File: src/sv/pkhd_pkg.sv
package pkhd_pkg;

  // default sizes
  localparam int MAX_LEVELS_DEF   = 24;
  localparam int SYMBOL_SLOTS_DEF = 256;

  // threshold entries hold children counts of up to 8191
  localparam int THR_W = 13;
  localparam int CH_W  = 14;

  // magic bytes
  localparam logic [7:0] MAGIC1 = 8'h1f;
  localparam logic [7:0] MAGIC2 = 8'h1e;

  // result kinds
  localparam logic [1:0] KIND_SYM = 2'd0;
  localparam logic [1:0] KIND_END = 2'd1;
  localparam logic [1:0] KIND_ERR = 2'd2;

  // error codes
  localparam logic [2:0] ERR_NONE     = 3'd0;
  localparam logic [2:0] ERR_MAGIC    = 3'd1;
  localparam logic [2:0] ERR_LEVELS   = 3'd2;
  localparam logic [2:0] ERR_OVERFLOW = 3'd3;
  localparam logic [2:0] ERR_LENGTH   = 3'd4;

  typedef struct packed {
    logic [1:0] kind;
    logic [7:0] symbol;
    logic [2:0] error_code;
    logic       last;
  } res_t;

endpackage

File: src/sv/pkhd_if.sv
interface pkhd_in_if;
  logic       valid;
  logic       ready;
  logic [7:0] in_byte;

  modport source (output valid, output in_byte, input ready);
  modport sink (input valid, input in_byte, output ready);
endinterface

interface pkhd_out_if;
  logic       valid;
  logic       ready;
  logic [1:0] kind;
  logic [7:0] symbol;
  logic [2:0] error_code;
  logic       last;

  modport source (output valid, output kind, output symbol, output error_code,
                  output last, input ready);
  modport sink (input valid, input kind, input symbol, input error_code,
                input last, output ready);
endinterface

File: src/sv/pkhd_ram.sv
module pkhd_ram #(
  parameter int W = 8,
  parameter int D = 16,
  localparam int AW = (D > 1) ? $clog2(D) : 1
) (
  input  logic          clk,
  input  logic          we,
  input  logic [AW-1:0] waddr,
  input  logic [W-1:0]  wdata,
  input  logic          re,
  input  logic [AW-1:0] raddr,
  output logic [W-1:0]  rdata
);

  logic [W-1:0] mem [D];

  // one write port, registered read that holds without a read
  always_ff @(posedge clk) begin
    if (we) begin
      mem[waddr] <= wdata;
    end
    if (re) begin
      rdata <= mem[raddr];
    end
  end

endmodule

File: src/sv/pack_huffman_stream_decoder.sv
// Header bytes are taken one at a time in ST_IN; the level walk after the counts
// passes ST_ENTER and ST_ECHK per level, and the threshold build after the end
// symbol ST_BTRD and ST_BTWR per level. A data byte is accepted in ST_IN, then
// each code bit passes ST_BIT (threshold/base read) and ST_CMP (compare), each
// decoded symbol ST_SYM (symbol read), and ST_FLUSH flushes a pending last beat.
// Synchronous reset returns to the first magic byte; tables undefined until written.
module pack_huffman_stream_decoder #(
  parameter int MAX_LEVELS   = pkhd_pkg::MAX_LEVELS_DEF,
  parameter int SYMBOL_SLOTS = pkhd_pkg::SYMBOL_SLOTS_DEF
) (
  input logic         clk,
  input logic         rst,
  pkhd_in_if.sink     in_ch,
  pkhd_out_if.source  out_ch
);

  localparam int LAW   = (MAX_LEVELS > 1) ? $clog2(MAX_LEVELS) : 1;
  localparam int LV_W  = $clog2(MAX_LEVELS + 1);
  localparam int SAW   = $clog2(SYMBOL_SLOTS + 1);
  localparam int EI_W  = $clog2(SYMBOL_SLOTS + 2);
  localparam int ACC_W = MAX_LEVELS;
  localparam int LF_W  = ACC_W + 1;
  localparam int THR_W = pkhd_pkg::THR_W;
  localparam int CH_W  = pkhd_pkg::CH_W;

  typedef enum logic [3:0] {
    PH_MAGIC1, PH_MAGIC2, PH_LENGTH, PH_LEVELS, PH_COUNTS,
    PH_SYMBOLS, PH_ENDSYM, PH_DATA, PH_DONE, PH_ERROR
  } phase_t;

  typedef enum logic [3:0] {
    ST_IN, ST_ENTER, ST_ECHK, ST_BTRD, ST_BTWR, ST_BIT, ST_CMP, ST_SYM, ST_FLUSH
  } state_t;

  phase_t            phase;
  state_t            state;
  logic [8:0]        hbc;
  logic [31:0]       remlen;
  logic [LV_W-1:0]   lt;
  logic [EI_W-1:0]   end_index;
  logic [LV_W-1:0]   cl;
  logic [ACC_W-1:0]  acc;
  logic [THR_W-1:0]  cur_thr;
  logic [LV_W-1:0]   bi;
  logic              bt_first;
  logic [CH_W-1:0]   children;
  logic [7:0]        dbyte;
  logic [2:0]        bitn;
  logic              pend_valid;
  pkhd_pkg::res_t    pend;
  logic              out_valid;
  pkhd_pkg::res_t    out_r;

  // memories
  logic              thr_we, thr_re, base_we, bs_re, sym_we, sym_re;
  logic [LAW-1:0]    thr_waddr, thr_raddr, base_waddr;
  logic [THR_W-1:0]  thr_wdata, thr_rdata;
  logic [EI_W-1:0]   base_rdata;
  logic [SAW-1:0]    sym_waddr, sym_raddr;
  logic [7:0]        sym_rdata;

  pkhd_ram #(.W(THR_W), .D(MAX_LEVELS)) u_thr (
    .clk, .we(thr_we), .waddr(thr_waddr), .wdata(thr_wdata),
    .re(thr_re), .raddr(thr_raddr), .rdata(thr_rdata)
  );

  pkhd_ram #(.W(EI_W), .D(MAX_LEVELS)) u_base (
    .clk, .we(base_we), .waddr(base_waddr), .wdata(end_index),
    .re(bs_re), .raddr(thr_raddr), .rdata(base_rdata)
  );

  pkhd_ram #(.W(8), .D(SYMBOL_SLOTS + 1)) u_sym (
    .clk, .we(sym_we), .waddr(sym_waddr), .wdata(in_ch.in_byte),
    .re(sym_re), .raddr(sym_raddr), .rdata(sym_rdata)
  );

  logic              in_acc, out_free, can_res;
  logic              cur_bit;
  logic [ACC_W-1:0]  acc_sh;
  logic              acc_lt;
  logic [LF_W-1:0]   leaf;
  logic [CH_W-1:0]   leaves, half;

  assign in_ch.ready = (state == ST_IN) && !rst;
  assign in_acc      = in_ch.valid && in_ch.ready;
  assign out_free    = !out_valid || out_ch.ready;
  assign can_res     = !pend_valid || out_free;
  assign cur_bit     = dbyte[3'd7 - bitn];
  assign acc_sh      = {acc[ACC_W-2:0], cur_bit};
  assign acc_lt      = acc < ACC_W'(thr_rdata);
  assign leaf        = LF_W'(base_rdata) + (LF_W'(acc) - LF_W'(thr_rdata));
  assign leaves      = CH_W'(thr_rdata) + (bt_first ? CH_W'(2) : CH_W'(0));
  assign half        = children >> 1;

  // memory address and strobe selection
  always_comb begin
    thr_we    = 1'b0;
    thr_waddr = hbc[LAW-1:0];
    thr_wdata = THR_W'(in_ch.in_byte);
    thr_re    = 1'b0;
    bs_re     = 1'b0;
    thr_raddr = cl[LAW-1:0];
    base_we   = 1'b0;
    base_waddr = cl[LAW-1:0];
    sym_we    = 1'b0;
    sym_waddr = end_index[SAW-1:0];
    sym_re    = 1'b0;
    sym_raddr = leaf[SAW-1:0];
    unique case (state)
      ST_IN: begin
        thr_we = in_acc && (phase == PH_COUNTS);
        sym_we = in_acc &&
                 (((phase == PH_SYMBOLS) && (end_index < EI_W'(SYMBOL_SLOTS))) ||
                  ((phase == PH_ENDSYM) && (end_index <= EI_W'(SYMBOL_SLOTS))));
      end
      ST_ENTER: begin
        thr_re  = cl < lt;
        base_we = cl < lt;
      end
      ST_BTRD: begin
        thr_re    = 1'b1;
        thr_raddr = LAW'(bi - LV_W'(1));
      end
      ST_BTWR: begin
        thr_we    = 1'b1;
        thr_waddr = LAW'(bi - LV_W'(1));
        thr_wdata = THR_W'(half);
      end
      ST_BIT: begin
        thr_raddr = cl[LAW-1:0];
        thr_re    = cl < lt;
        bs_re     = cl < lt;
      end
      ST_CMP: begin
        sym_re = !acc_lt && (leaf < LF_W'(end_index));
      end
      default: begin
      end
    endcase
  end

  // control, pending result and output register
  always_ff @(posedge clk) begin : ctl
    logic           emit;
    pkhd_pkg::res_t er;
    emit = 1'b0;
    er   = '0;
    if (rst) begin
      phase      <= PH_MAGIC1;
      state      <= ST_IN;
      hbc        <= '0;
      remlen     <= '0;
      lt         <= '0;
      end_index  <= '0;
      cl         <= LV_W'(1);
      acc        <= '0;
      pend_valid <= 1'b0;
      out_valid  <= 1'b0;
    end else begin
      if (out_valid && out_ch.ready) begin
        out_valid <= 1'b0;
      end
      unique case (state)
        ST_IN: begin
          if (in_acc) begin
            unique case (phase)
              PH_MAGIC1: begin
                if (in_ch.in_byte != pkhd_pkg::MAGIC1) begin
                  emit = 1'b1;
                  er = '{pkhd_pkg::KIND_ERR, 8'd0, pkhd_pkg::ERR_MAGIC, 1'b1};
                end else begin
                  phase <= PH_MAGIC2;
                end
              end
              PH_MAGIC2: begin
                if (in_ch.in_byte != pkhd_pkg::MAGIC2) begin
                  emit = 1'b1;
                  er = '{pkhd_pkg::KIND_ERR, 8'd0, pkhd_pkg::ERR_MAGIC, 1'b1};
                end else begin
                  phase <= PH_LENGTH;
                  hbc   <= '0;
                end
              end
              PH_LENGTH: begin
                remlen <= {remlen[23:0], in_ch.in_byte};
                hbc    <= hbc + 9'd1;
                if (hbc + 9'd1 >= 9'd4) begin
                  phase <= PH_LEVELS;
                end
              end
              PH_LEVELS: begin
                if (in_ch.in_byte == 8'd0 || in_ch.in_byte > 8'(MAX_LEVELS)) begin
                  emit = 1'b1;
                  er = '{pkhd_pkg::KIND_ERR, 8'd0, pkhd_pkg::ERR_LEVELS, 1'b1};
                end else begin
                  lt    <= LV_W'(in_ch.in_byte);
                  hbc   <= '0;
                  phase <= PH_COUNTS;
                end
              end
              PH_COUNTS: begin
                hbc <= hbc + 9'd1;
                if (hbc + 9'd1 >= 9'(lt)) begin
                  hbc   <= '0;
                  cl    <= '0;
                  phase <= PH_SYMBOLS;
                  state <= ST_ENTER;
                end
              end
              PH_SYMBOLS: begin
                if (end_index >= EI_W'(SYMBOL_SLOTS)) begin
                  emit = 1'b1;
                  er = '{pkhd_pkg::KIND_ERR, 8'd0, pkhd_pkg::ERR_OVERFLOW, 1'b1};
                end else begin
                  end_index <= end_index + EI_W'(1);
                  hbc       <= hbc + 9'd1;
                  if (THR_W'(hbc + 9'd1) >= cur_thr) begin
                    hbc   <= '0;
                    cl    <= cl + LV_W'(1);
                    state <= ST_ENTER;
                  end
                end
              end
              PH_ENDSYM: begin
                if (end_index > EI_W'(SYMBOL_SLOTS)) begin
                  emit = 1'b1;
                  er = '{pkhd_pkg::KIND_ERR, 8'd0, pkhd_pkg::ERR_OVERFLOW, 1'b1};
                end else begin
                  end_index <= end_index + EI_W'(1);
                  bi        <= lt;
                  bt_first  <= 1'b1;
                  children  <= '0;
                  state     <= ST_BTRD;
                end
              end
              PH_DATA: begin
                dbyte <= in_ch.in_byte;
                bitn  <= '0;
                state <= ST_BIT;
              end
              default: begin
              end
            endcase
          end
        end
        // skip levels with no counted leaves
        ST_ENTER: begin
          if (cl < lt) begin
            state <= ST_ECHK;
          end else begin
            phase <= PH_ENDSYM;
            state <= ST_IN;
          end
        end
        ST_ECHK: begin
          if (thr_rdata != '0) begin
            cur_thr <= thr_rdata;
            state   <= ST_IN;
          end else begin
            cl    <= cl + LV_W'(1);
            state <= ST_ENTER;
          end
        end
        // threshold build, deepest level first
        ST_BTRD: begin
          state <= ST_BTWR;
        end
        ST_BTWR: begin
          bt_first <= 1'b0;
          children <= half + leaves;
          if (bi == LV_W'(1)) begin
            phase <= PH_DATA;
            cl    <= '0;
            acc   <= '0;
            state <= ST_IN;
          end else begin
            bi    <= bi - LV_W'(1);
            state <= ST_BTRD;
          end
        end
        // one code bit
        ST_BIT: begin
          if (cl >= lt) begin
            if (can_res) begin
              acc  <= acc_sh;
              emit = 1'b1;
              er = '{pkhd_pkg::KIND_ERR, 8'd0, pkhd_pkg::ERR_OVERFLOW, 1'b1};
            end
          end else begin
            acc   <= acc_sh;
            state <= ST_CMP;
          end
        end
        ST_CMP: begin
          if (acc_lt) begin
            cl <= cl + LV_W'(1);
            if (bitn == 3'd7) begin
              state <= pend_valid ? ST_FLUSH : ST_IN;
            end else begin
              bitn  <= bitn + 3'd1;
              state <= ST_BIT;
            end
          end else if (leaf < LF_W'(end_index)) begin
            state <= ST_SYM;
          end else if (can_res) begin
            emit = 1'b1;
            if (leaf == LF_W'(end_index) && remlen == '0) begin
              er = '{pkhd_pkg::KIND_END, 8'd0, pkhd_pkg::ERR_NONE, 1'b1};
            end else if (leaf == LF_W'(end_index)) begin
              er = '{pkhd_pkg::KIND_ERR, 8'd0, pkhd_pkg::ERR_LENGTH, 1'b1};
            end else begin
              er = '{pkhd_pkg::KIND_ERR, 8'd0, pkhd_pkg::ERR_OVERFLOW, 1'b1};
            end
          end
        end
        // decoded leaf
        ST_SYM: begin
          if (can_res) begin
            emit = 1'b1;
            er = '{pkhd_pkg::KIND_SYM, sym_rdata, pkhd_pkg::ERR_NONE, 1'b0};
            remlen <= remlen - 32'd1;
            cl     <= '0;
            acc    <= '0;
            if (bitn == 3'd7) begin
              state <= ST_FLUSH;
            end else begin
              bitn  <= bitn + 3'd1;
              state <= ST_BIT;
            end
          end
        end
        // last pending beat of this byte
        ST_FLUSH: begin
          if (out_free) begin
            out_r      <= '{pend.kind, pend.symbol, pend.error_code, 1'b1};
            out_valid  <= 1'b1;
            pend_valid <= 1'b0;
            state      <= ST_IN;
          end
        end
        default: begin
          state <= ST_IN;
        end
      endcase
      // a new result pushes the pending one out
      if (emit) begin
        if (pend_valid) begin
          out_r     <= pend;
          out_valid <= 1'b1;
        end
        pend       <= er;
        pend_valid <= 1'b1;
        if (er.last) begin
          phase <= (er.kind == pkhd_pkg::KIND_END) ? PH_DONE : PH_ERROR;
          state <= ST_FLUSH;
        end
      end
    end
  end

  assign out_ch.valid      = out_valid;
  assign out_ch.kind       = out_r.kind;
  assign out_ch.symbol     = out_r.symbol;
  assign out_ch.error_code = out_r.error_code;
  assign out_ch.last       = out_r.last;

endmodule

File: src/flat_wrapper.sv
// flat-port wrapper written by rule: the top's interface ports become plain ports
module pack_huffman_stream_decoder_flat 
#(
  parameter int MAX_LEVELS   = pkhd_pkg::MAX_LEVELS_DEF,
  parameter int SYMBOL_SLOTS = pkhd_pkg::SYMBOL_SLOTS_DEF
)
  (clk, rst, in_ch_valid, in_ch_in_byte, in_ch_ready, out_ch_valid, out_ch_kind, out_ch_symbol, out_ch_error_code, out_ch_last, out_ch_ready);
  pkhd_in_if in_ch_i ();
  pkhd_out_if out_ch_i ();
  input logic clk;
  input logic rst;
  input wire logic [$bits(in_ch_i.valid)-1:0] in_ch_valid;
  input wire logic [$bits(in_ch_i.in_byte)-1:0] in_ch_in_byte;
  output wire logic [$bits(in_ch_i.ready)-1:0] in_ch_ready;
  output wire logic [$bits(out_ch_i.valid)-1:0] out_ch_valid;
  output wire logic [$bits(out_ch_i.kind)-1:0] out_ch_kind;
  output wire logic [$bits(out_ch_i.symbol)-1:0] out_ch_symbol;
  output wire logic [$bits(out_ch_i.error_code)-1:0] out_ch_error_code;
  output wire logic [$bits(out_ch_i.last)-1:0] out_ch_last;
  input wire logic [$bits(out_ch_i.ready)-1:0] out_ch_ready;
  assign in_ch_i.valid = in_ch_valid;
  assign in_ch_i.in_byte = in_ch_in_byte;
  assign in_ch_ready = in_ch_i.ready;
  assign out_ch_valid = out_ch_i.valid;
  assign out_ch_kind = out_ch_i.kind;
  assign out_ch_symbol = out_ch_i.symbol;
  assign out_ch_error_code = out_ch_i.error_code;
  assign out_ch_last = out_ch_i.last;
  assign out_ch_i.ready = out_ch_ready;
  pack_huffman_stream_decoder #(.MAX_LEVELS(MAX_LEVELS), .SYMBOL_SLOTS(SYMBOL_SLOTS)) u_core (.clk(clk), .rst(rst), .in_ch(in_ch_i), .out_ch(out_ch_i));
endmodule
File: config.mk
export PLATFORM = sky130hd
export DESIGN_NAME = pack_huffman_stream_decoder_flat
export DESIGN_NICKNAME = d
export VERILOG_FILES = /design/src/sv/pkhd_pkg.sv /design/src/sv/pkhd_if.sv /design/src/sv/pkhd_ram.sv /design/src/sv/pack_huffman_stream_decoder.sv /design/src/flat_wrapper.sv
export SDC_FILE = /design/constraint.sdc
export NUM_CORES = 2
export LEC_CHECK = 0
export ABC_CLOCK_PERIOD_IN_PS = 5700
export BUFFER_PORTS_ARGS = -buffer_cell sky130_fd_sc_hd__buf_2
export CELL_PAD_IN_SITES_DETAIL_PLACEMENT = 1
export CELL_PAD_IN_SITES_GLOBAL_PLACEMENT = 2
export CORE_ASPECT_RATIO = 1.4
export CORE_UTILIZATION = 40
export DETAILED_ROUTE_END_ITERATION = 10
export PLACE_DENSITY = 0.65
export SYNTH_ARGS = -nofsm -noshare
export SYNTH_HDL_FRONTEND = slang
export SYNTH_SLANG_ARGS = --single-unit
export TNS_END_PERCENT = 50
File: constraint.sdc
create_clock -name clk -period 5.7 [get_ports clk]
set_input_delay 1.14 -clock clk [delete_from_list [all_inputs] [get_ports clk]]
set_output_delay 1.14 -clock clk [all_outputs]
set_load 0.005 [all_outputs]
==> results.md <==
- FFs w/ async S/R, synth: 0%
- WP data arrival: 6030 ps
- Routability cong.: 0.812
- Final antenna-violating net count: 0
- Tcrit/Tclk final: 94.6%
- Static Leak: 40.7 nW
- Max_slew headroom: 18.0%
- Pwr Total: 41.0 mW
- Initial Util: 40.2%
- Top_reg_cell synth: edfxtp_1
- Layout Utilization: 45.7%
- Area leader, netlist: edfxtp_1
- I/O pin total: 28
- CTS H-tree lvls: 5
- Grt ovf: 0
- Setup_tns: 0 ps
- Required time worst endpoint: 6330 ps
- Post-synth EDFFs: 2,685
- Root buf cell: clkbuf_16
- Port Buffers: 27
- Core area: 281,000 sq um
- Synth cell types: 97
- Peak Freq: 185 MHz
- Die W: 451 um
- Syn_area_per_cell: 19.8 sq um
- Area delta synth->final: 13.7%
- Slew @ Worst Pin: 1220 ps
- Number of synthesized register bits: 2,779
- Global Route Usage Sum: 21.6%
- Max-slew violations: 0
- Syn_nets: 5,843
- Area contributors post-synth: edfxtp_1, mux4_2, dfxtp_1, nor2_1, ha_1
- Vias: 56,300
- Most common cell after layout, fill and taps aside: edfxtp_1
- Crit start category: flop
- Layout cell share with drive strength beyond 1: 26.0%
- Wire per inst: 30.9 um
- Setup bufs post-CTS: 0
- Maximum vdd drop: 0.233 mV
- Die area: 284,000 sq um
- Largest net degree at the start of global routing: 186
- First-pass GRT wire length: 443,000 um
- Post_cts resized: 0
- Final setup fails: 0
- Post-layout minimum cycle time: 5390 ps
- Worst-Skew Late Latency: 900 ps
- Outcome: complete, but fails checks
- Syn. warnings: 0
- Max Root-Sink Buffers: 4
- DR pass1 iterations: 10
- Critical path peak fanout: 19
- CTS tree: done
- Total CTS buffers: 284
- Hold crit path type: flop to flop
- Nets: 6,161
- Violated checks: design-rule violations
- RSZ-0062 raised after global routing: false
- Residual DRC count: 6
- Final WL: 307,000 um
- Cts hold-fix bufs: 0
- Top cell type's share of synthesized area: 71.4%
- DRT iter0 DRCs: 4,724
- Die Ht: 631 um
- Max Cap Viol: 0
- Clock transition at path regs: 70 ps
- Crit Path Class: flop to flop
- Cell Area, Synth: 113,000 sq um
- Crit. End Element: flop
- Final hold violation count: 0
- Row cnt: 230
- Drt via density: 5.65
- DP HPWL: 197,000 um
- Power per Cell Area: 319 nW/um^2
- Seq/Total Area, Yosys: 73.1%
- Clk sink count: 2,779
- Clk_skew: 79.0 ps
- Cells after Synth: 5,708
- Vias in the first global route: 60,500
- Initial antenna violation count: 12
- Most frequent cells in the layout: edfxtp_1, mux4_2, nor2_1
-- power breakdown --
group	total, mW	internal [mW]	leakage, nW	switching (mW)
Combinational	0.446	0.0768	11.4	0.369
Sequential	22.4	22.3	25.0	0.0131
Clock	18.2	10.2	4.28	7.98
Total	41.0	32.6	40.7	8.37
-- path summary, 6_finish.rpt --
kind,cells after the start,end,slack [ps],startpoint
setup / recovery,13,u_core.u_sym.rdata[6],310,u_core.u_thr.rdata[0]
hold / removal,2,u_core.acc[0],480,u_core.acc[0]
setup reg to reg,13,u_core.u_sym.rdata[6],310,u_core.u_thr.rdata[0]
hold reg to reg,2,u_core.acc[0],480,u_core.acc[0]
-- metal layers --
metal,part of all wire [%],global-route usage (%),wire (um)
met1,40,26.7,122000
met2,54,39.3,165000
met3,3.6,2.50,11000
met4,3.1,6.46,9390
met5,0,0,0
-- state kept, by name (all words and copies together), names as in the netlist, 9 cells and up --
register	cells
u_core.u_sym.mem	2056
u_core.remlen	32
u_core.hbc	9
u_core.children	13
u_core.cur_thr	13
u_core.u_thr.mem	312
u_core.end_index	9
u_core.u_base.rdata	9
u_core.u_thr.rdata	13
u_core.acc	24
u_core.pend	14
u_core.u_base.mem	216
-- per-stage QoR --
step,cell area [sq um],setup WS [ps],cells,hold WS [ps]
final,128000,306,9953,480
after global routing,128000,70.7,9953,506
after CTS,128000,309,9951,485
after detailed placement,120000,336,9452,473
after global placement,120000,361,9452,466
after floorplan,113000,192,5708,445
-- cells by family (layout without fill, tap and decap cells) --
group,after synthesis,in the layout,share of synthesized area [%]
buffers and inverters,426,957,1.57
AND/OR/NAND/NOR,978,978,4.00
flip-flops,2779,2779,73.1
multiplexers,918,918,17.0
XOR/XNOR,40,40,0.310
adder cells (fa/ha/maj),123,123,1.44
other,0,2,0
AO/OA/AOI/OAI,444,444,2.57
-- final cells by class --
cell class / instances / area, sq um
Sequential cell: 2779 / 82500
Antenna cell: 2 / 5.00
Multi-Input combinational cell: 2503 / 28900
Fill cell: 25900 / 152000
Clock buffer: 358 / 7470
Timing Repair Buffer: 331 / 3050
Clock inverter: 141 / 1340
Tap cell: 3712 / 4640
Inverter: 127 / 482
-- critical path, stage by stage (launching register included) --
cell	delay [ps]
edfxtp_1	480
ha_1	340
inv_1	100
ha_4	160
inv_1	60
fa_4	940
buf_12	240
buf_4	350
mux4_2	410
mux4_2	580
mux2i_1	610
nand2_1	360
a31oi_1	340
nor3_1	90
-- synthesized netlist by cell type, types with 12 or more instances --
| cell | number |
|---|---|
| edfxtp_1 | 2685 |
| mux4_2 | 798 |
| nor2_1 | 430 |
| nand2_1 | 229 |
| clkbuf_1 | 184 |
| inv_1 | 124 |
| a21oi_1 | 123 |
| ha_1 | 111 |
| o21ai_0 | 101 |
| dfxtp_1 | 94 |
| buf_2 | 89 |
| nand3_1 | 77 |
| mux2i_1 | 75 |
| nor3_1 | 48 |
| mux2_2 | 35 |
| o211ai_1 | 30 |
| xnor2_1 | 29 |
| a211oi_1 | 22 |
| nand2b_1 | 22 |
| nor2b_1 | 20 |
| and2_1 | 18 |
| and3_1 | 18 |
| nand4_1 | 18 |
| nor4_1 | 18 |
| o21a_1 | 18 |
| a21o_1 | 16 |
| buf_1 | 16 |
| o21ai_1 | 16 |
| a31oi_1 | 12 |
| fa_1 | 12 |
No activity file was read; power rests on OpenSTA's default activity.
